$ cat src/sv/fppi_pkg.sv
package fppi_pkg;

  // Angles are unsigned degrees with eight fraction bits, 0 to 360 inclusive.
  localparam int ANGLE_FRAC = 8;
  localparam int ANGLE_W    = 17;
  localparam int FULL_TURN  = 360 << ANGLE_FRAC;

  // Sine table entries are Q1.16 magnitudes; signed trig values carry one more bit.
  localparam int SINE_W = 17;
  localparam int TRIG_W = 18;

  localparam int CFG_INDEX_W = 3;
  localparam int CFG_DATA_W  = 32;

  localparam logic [CFG_INDEX_W-1:0] REG_LOOK_UP_LIMIT   = 3'd0;
  localparam logic [CFG_INDEX_W-1:0] REG_LOOK_DOWN_LIMIT = 3'd1;
  localparam logic [CFG_INDEX_W-1:0] REG_START_X         = 3'd2;
  localparam logic [CFG_INDEX_W-1:0] REG_START_Y         = 3'd3;
  localparam logic [CFG_INDEX_W-1:0] REG_START_Z         = 3'd4;

  localparam logic [7:0] LIMIT_RESET = 8'd90;

  localparam logic [3:0] ACT_FWD      = 4'd0;
  localparam logic [3:0] ACT_BACK     = 4'd1;
  localparam logic [3:0] ACT_LEFT     = 4'd2;
  localparam logic [3:0] ACT_RIGHT    = 4'd3;
  localparam logic [3:0] ACT_FLY_FWD  = 4'd4;
  localparam logic [3:0] ACT_FLY_BACK = 4'd5;
  localparam logic [3:0] ACT_UP       = 4'd6;
  localparam logic [3:0] ACT_DOWN     = 4'd7;
  localparam logic [3:0] ACT_PITCH    = 4'd8;
  localparam logic [3:0] ACT_YAW      = 4'd9;
  localparam logic [3:0] ACT_PLACE    = 4'd10;

  // Pi in Q40 and the divisors (2n)(2n+1) of the sine series used to build the table.
  localparam logic [63:0] PI_Q40 = 64'h0000_0324_3F6A_8885;
  localparam logic [63:0] SERIES_DIV [12] = '{
    64'd6, 64'd20, 64'd42, 64'd72, 64'd110, 64'd156,
    64'd210, 64'd272, 64'd342, 64'd420, 64'd506, 64'd600
  };

  typedef struct packed {
    logic        [3:0]  action;
    logic signed [15:0] amount;
  } cmd_t;

  typedef struct packed {
    logic signed [31:0]        pos_x;
    logic signed [31:0]        pos_y;
    logic signed [31:0]        pos_z;
    logic        [ANGLE_W-1:0] pitch_angle;
    logic        [ANGLE_W-1:0] yaw_angle;
  } pose_t;

  typedef struct packed {
    logic        [7:0]  look_up_limit;
    logic        [7:0]  look_down_limit;
    logic signed [31:0] start_x;
    logic signed [31:0] start_y;
    logic signed [31:0] start_z;
  } cfg_t;

  typedef struct packed {
    logic signed [TRIG_W-1:0] sin_yaw;
    logic signed [TRIG_W-1:0] cos_yaw;
    logic signed [TRIG_W-1:0] sin_pitch;
  } trig_t;

endpackage

$ cat src/sv/fppi_update.sv
module fppi_update (
  input  fppi_pkg::pose_t cur,
  input  fppi_pkg::cmd_t  cmd,
  input  fppi_pkg::trig_t trig,
  input  fppi_pkg::cfg_t  cfg,
  output fppi_pkg::pose_t nxt
);
  import fppi_pkg::*;

  localparam int DIST_W  = 17;
  localparam int PROD_W  = DIST_W + TRIG_W;
  localparam int STEP_W  = PROD_W - 8;
  localparam int ANG_S_W = ANGLE_W + 2;
  localparam int POS_SHIFT = 8;
  localparam logic signed [31:0] POS_MAX = 32'sh7FFF_FFFF;
  localparam logic signed [31:0] POS_MIN = 32'sh8000_0000;

  // Q8.8 distance times Q1.16 trig, rounded to Q11.16 with ties toward plus infinity.
  function automatic logic signed [STEP_W-1:0] step_of(
    input logic signed [DIST_W-1:0] span,
    input logic signed [TRIG_W-1:0] t
  );
    logic signed [PROD_W-1:0] p;
    p = PROD_W'(span) * PROD_W'(t) + PROD_W'(128);
    return p[PROD_W-1:8];
  endfunction

  function automatic logic signed [31:0] sat_add(
    input logic signed [31:0]       base,
    input logic signed [STEP_W-1:0] delta
  );
    logic signed [32:0] s;
    s = 33'(base) + 33'(delta);
    if (s[32] != s[31]) begin
      return s[32] ? POS_MIN : POS_MAX;
    end
    return s[31:0];
  endfunction

  function automatic logic [ANGLE_W-1:0] wrap_angle(input logic signed [ANG_S_W-1:0] v);
    if (v > ANG_S_W'(FULL_TURN)) begin
      return ANGLE_W'(v - ANG_S_W'(FULL_TURN));
    end else if (v < 0) begin
      return ANGLE_W'(v + ANG_S_W'(FULL_TURN));
    end
    return ANGLE_W'(v);
  endfunction

  logic signed [DIST_W-1:0]  d, dd;
  logic signed [TRIG_W-1:0]  tx, tz;
  logic signed [STEP_W-1:0]  step_x, step_y, step_z, lift;
  logic signed [ANG_S_W-1:0] a, p, yaw_s, up_lim, down_lim, p_sum, p_res;

  always_comb begin
    d = DIST_W'($signed(cmd.amount));
    dd = (cmd.action == ACT_BACK || cmd.action == ACT_FLY_BACK) ? -d : d;
    // Strafing uses the heading turned a quarter left or right.
    tx = trig.sin_yaw;
    tz = trig.cos_yaw;
    if (cmd.action == ACT_LEFT) begin
      tx = -trig.cos_yaw;
      tz = trig.sin_yaw;
    end else if (cmd.action == ACT_RIGHT) begin
      tx = trig.cos_yaw;
      tz = -trig.sin_yaw;
    end
  end

  assign step_x = step_of(dd, tx);
  assign step_z = step_of(dd, tz);
  assign step_y = step_of(dd, trig.sin_pitch);
  assign lift   = STEP_W'(d) <<< POS_SHIFT;

  // The Q8.8 rotation amount is already in angle units and always within half a turn.
  always_comb begin
    a = ANG_S_W'($signed(cmd.amount));
    p = $signed({2'b00, cur.pitch_angle});
    yaw_s = $signed({2'b00, cur.yaw_angle});
    up_lim = (ANG_S_W'(360) - ANG_S_W'(cfg.look_up_limit)) <<< ANGLE_FRAC;
    down_lim = ANG_S_W'(cfg.look_down_limit) <<< ANGLE_FRAC;
    p_sum = p + a;
    p_res = p;
    // Turning past a limit the pitch sits on exactly leaves it where it is.
    if (a < 0) begin
      if (p < up_lim) begin
        p_res = p_sum;
      end else if (p > up_lim) begin
        p_res = (p_sum < up_lim) ? up_lim : p_sum;
      end
    end else if (a > 0) begin
      if (p < down_lim) begin
        p_res = (p_sum > down_lim) ? down_lim : p_sum;
      end else if (p > down_lim) begin
        p_res = p_sum;
      end
    end
  end

  always_comb begin
    nxt = cur;
    unique case (cmd.action) inside
      ACT_FWD, ACT_BACK, ACT_LEFT, ACT_RIGHT: begin
        nxt.pos_x = sat_add(cur.pos_x, -step_x);
        nxt.pos_z = sat_add(cur.pos_z, step_z);
      end
      ACT_FLY_FWD, ACT_FLY_BACK: begin
        nxt.pos_x = sat_add(cur.pos_x, -step_x);
        nxt.pos_y = sat_add(cur.pos_y, step_y);
        nxt.pos_z = sat_add(cur.pos_z, step_z);
      end
      ACT_UP:    nxt.pos_y = sat_add(cur.pos_y, -lift);
      ACT_DOWN:  nxt.pos_y = sat_add(cur.pos_y, lift);
      ACT_PITCH: nxt.pitch_angle = wrap_angle(p_res);
      ACT_YAW:   nxt.yaw_angle = wrap_angle(yaw_s + a);
      ACT_PLACE: begin
        nxt.pos_x = cfg.start_x;
        nxt.pos_y = cfg.start_y;
        nxt.pos_z = cfg.start_z;
      end
      default: nxt = cur;
    endcase
  end

endmodule

$ cat config.mk
export PLATFORM = sky130hd
export DESIGN_NAME = fppi_update
export DESIGN_NICKNAME = d
export VERILOG_FILES = /design/src/sv/fppi_pkg.sv /design/src/sv/fppi_update.sv
export SDC_FILE = /design/constraint.sdc
export NUM_CORES = 2
export LEC_CHECK = 0
export BUFFER_PORTS_ARGS = -buffer_cell sky130_fd_sc_hd__buf_2
export CORE_MARGIN = 2
export CORE_UTILIZATION = 44
export DETAILED_ROUTE_END_ITERATION = 16
export GPL_TIMING_DRIVEN = 0
export PLACE_DENSITY = 0.62
export SYNTH_ARGS = -nofsm -noshare
export SYNTH_HDL_FRONTEND = slang
export SYNTH_SLANG_ARGS = --single-unit
$ cat constraint.sdc
create_clock -name vclk -period 18.9
set_input_delay 2.835 -clock vclk [all_inputs]
set_output_delay 2.835 -clock vclk [all_outputs]
set_load 0.005 [all_outputs]
Word-level counts from Yosys, hierarchy flattened --
Index checks and enable logic that the tools add are counted.
Word-level totals: bits of input ports 316, output and inout bits 130, memory bits (writable) 0, bits in latches 0, memories 0, register bits after elaboration 0, bits in read-only memories 0
Cells by class: shift-type cells 0, div/mod/pow operators 0, $mul 3, multiplexer cells 59, equal/unequal tests 15, bitwise operators 0, $lt $le $gt $ge 12, reduce and logical (&&, ||, !) cells 4, add/subtract/negate cells 20
Operators with widths (number):
- $mux 32 | 17
- $pmux 32 s3 | 2
- $mux 17 | 9
- $mux 19 | 8
- $add 32x27->33 | 4
- $pmux 32 s4 | 1
- $add 35x9->35 const B | 3
- $mul 17x18->35 | 3
- $mux 18 | 4
- $add 18x16->19 | 2
- $gt 19x18->1 const B | 2
- $lt 19x1->1 const B | 2
- $neg 18->18 | 2
- $add 17x17->17 const B | 2
- $sub 17x17->17 const B | 2
- $add 32x24->33 | 1
- $neg 24->27 | 1
- $neg 27->27 | 1
- $gt 19x17->1 | 1
- $lt 19x18->1 | 1
- $gt 18x18->1 | 1
- $lt 18x18->1 | 1
- $mux 1 | 18
- $gt 17x16->1 | 1
- other kinds (14) | 24

Longest topological paths before layout --
word-level depth 12, depth in mapped cells 51, depth with buffers taken out 49

Worst setup path before layout --
OpenSTA, ideal clock, no wires.
kind in2out, start point in trig[20] in the netlist's numbering, end point out nxt[127] in the netlist's numbering, buffers on the path 3, data required time 16.065 ns, cell stages on the path 45, data arrival time 14.032 ns, slack 2.033 ns, path through or3_4 -> or3_4 -> or3_1 -> or3_1 -> or3_1 -> or3_1 -> or3_1 -> nor3_2 -> o22a_2 -> o21a_4 -> buf_6 -> nand2_2 -> fa_1 -> fa_1 -> inv_1 -> fa_1 -> fa_1 -> fa_1 -> [9 not listed] -> a211oi_1 -> nand4_1 -> nand3b_1 -> or3_1 -> a31oi_1 -> a21oi_1 -> xor2_1 -> ha_1 -> and3_1 -> and3_1 -> a21oi_1 -> o21ai_0 -> a21o_1 -> a31oi_1 -> mux2i_1 -> clkbuf_1 -> nand2_1 -> a22oi_1
RTL lines:
- start: declaration | RTL line fppi_update.sv:4 | input fppi_pkg::trig_t trig,
- end: declaration | RTL line fppi_update.sv:6 | output fppi_pkg::pose_t nxt

==> impl_metrics.tcl <==
set metrics [dict create \
    grt_max_degree 22 \
    criticalPathCategory "in2out" \
    yosysWarnings 0 \
    via_count 45480 \
    die_w_um 337.8 \
    grt_pass1_vias 45408 \
    layout_common_cells "inv_1, fa_1, nand2_1" \
    synth_area_leaders "fa_1, ha_1, inv_1" \
    postSynthCellCount 6093 \
    critPathMaxStageDelay_ps 540 \
    vias_per_cell 5.660 \
    fmax_mhz 54.48 \
    core-area_um2 110500 \
    fillCellCount 11269 \
    start_util_pct 44.35 \
    final_cell_area_um2 53700 \
    setup_tns_ps 0 \
    fin_nets 8278 \
    critical_path.slowest_cell "fa_1" \
    yosysUniqueCellTypes 102 \
    gr-usage-all-layers_pct 30.03 \
    grt_first_pass_wirelength_mm 263.0 \
    drive_above_1_share_pct 9.629 \
    dp_hpwl_mm 147.8 \
    syn_area_um2 49010 \
    violations "capacitance limit, slew limit" \
    drt_iter0_drc 3355 \
    dpl_cell_area_um2 53250 \
    final_cells 8035 \
    die_area_um2 114100 \
    finalCritPeriodShare_pct 97.11 \
    max_slew_margin_pct -2.305 \
    hold_slack_ps 5972 \
    worst_ep_arrival_time_ps 15520 \
    cp-end-kind "output port" \
    area_growth_pct 9.555 \
    gp_congestion 0.9974 \
    critPathMaxFanout 10 \
    antenna_found_initial 13 \
    regArea_um2 0 \
    worstMarginPinSlew_ps 1535 \
    ys_seq_area_share_pct 0 \
    synth_top_area_share_pct 38.47 \
    io_pins 446 \
    die_h_um 337.8 \
    cp-start-kind "primary input" \
    drcViolationCount 0 \
    maxCapViolCount 1 \
    port_buffers 442 \
    hold_viol 0 \
    path_buf_inv 7 \
    cp_common_cell "fa_1" \
    multiInputGateArea_um2 44620 \
    post-synth-top-area-cell "fa_1" \
    outcome "complete, but fails checks" \
    ant_nets 0 \
    critPathTopFamily "simple AND/OR/NAND/NOR gates" \
    hold_path.class "in2out" \
    finalSetupViolations 0 \
    synth_area_per_cell_um2 8.044 \
    period_needed_ps 18350 \
    rows 122 \
    synth_nets 7826 \
    nClkBuffers 0 \
    slew_viol_final 11 \
    grt-ovfl-total 0 \
    dp_cells 8032 \
    design.seq.count 0 \
    wl_per_cell_um 21.49 \
    dr.pass1.iters 6 \
    mostFrequentLayoutCell "inv_1" \
    cp.required_ps 16070 \
    drt_wl_total_mm 172.7 \
]
[repair_timing]
item,in CTS,in global routing
cloned,0,0
endpoints found under the setup margin,96,82
setup buffers,2,3
hold buffers,0,0
pin swaps,0,3
hold endpoints to repair,0,0
resized for setup,42,78
[final cells by class]
| type | count | share of cell area, % |
|---|---|---|
| Antenna cell | 4 | 0.01864 |
| Multi-Input combinational cell | 4821 | 83.10 |
| Buffer | 237 | 1.789 |
| Tap cell | 1488 | 3.467 |
| Timing Repair Buffer | 458 | 4.441 |
| Inverter | 1027 | 7.186 |
[cells by family (layout without fill, tap and decap cells)]
logic type | count (synthesis) | in the layout | synth area share [%]
compound gates | 1196 | 1196 | 16.36
xor+xnor | 309 | 309 | 5.522
buf+inv | 1272 | 1722 | 9.759
fa+ha+maj | 1420 | 1420 | 50.66
mux | 18 | 18 | 0.4008
simple gates | 1878 | 1878 | 17.29
other cells | 0 | 4 | 0
[Yosys cell counts (all sizes together) (11+ instances only)]
cell,instances
inv,1027
fa,942
nand2,681
nor2,608
ha,475
a21oi,303
o21ai,265
clkbuf,240
xnor2,222
and2,150
a21o,106
nor3,92
xor2,87
nand3,74
o21a,72
nand2b,58
nor2b,47
a22oi,42
or3,37
o21bai,35
a211oi,32
a22o,32
a31oi,32
and3,31
o22a,29
o211ai,28
nand4,22
nor4,22
a221oi,20
o221ai,17
mux2i,15
a311oi,14
or2,14
o2111ai,13
a2111oi,12
a21boi,12
o221a,12
a221o,11
o22ai,11
o31ai,11
[through the flow]
| step | util [%] | setup WS (ps) |
|---|---|---|
| 6_report | 48.59 | 545.5 |
| 4_1_cts | 48.35 | 12.92 |
| 2_1_floorplan | - | 2033 |
| 3_5_place_dp | 48.19 | -2070 |
| 3_3_place_gp | 48.04 | -1949 |
| 5_1_grt | 48.59 | -11.83 |
[worst paths after layout]
kind,from,to,slack (ps),depth (start not counted)
setup / recovery,trig[18],nxt[127],550,46
hold / removal,cfg[14],nxt[48],5970,4
[worst min-delay path: cells and delay by family]
family                 cells  cell delay, ps
AOI/OAI and AO/OA          2             120
buffers and inverters      2             190
[layer usage]
metal / routed length [µm] / vias up / GRT usage (%) / part of all wire [%]
li1: - / 20692 / - / -
met1: 70610 / 22675 / 39.64 / 41
met2: 80970 / 1764 / 50.08 / 47
met3: 13200 / 335 / 4.164 / 7.6
met4: 7835 / 14 / 11.15 / 4.5
met5: 96 / - / 0 / 0.056
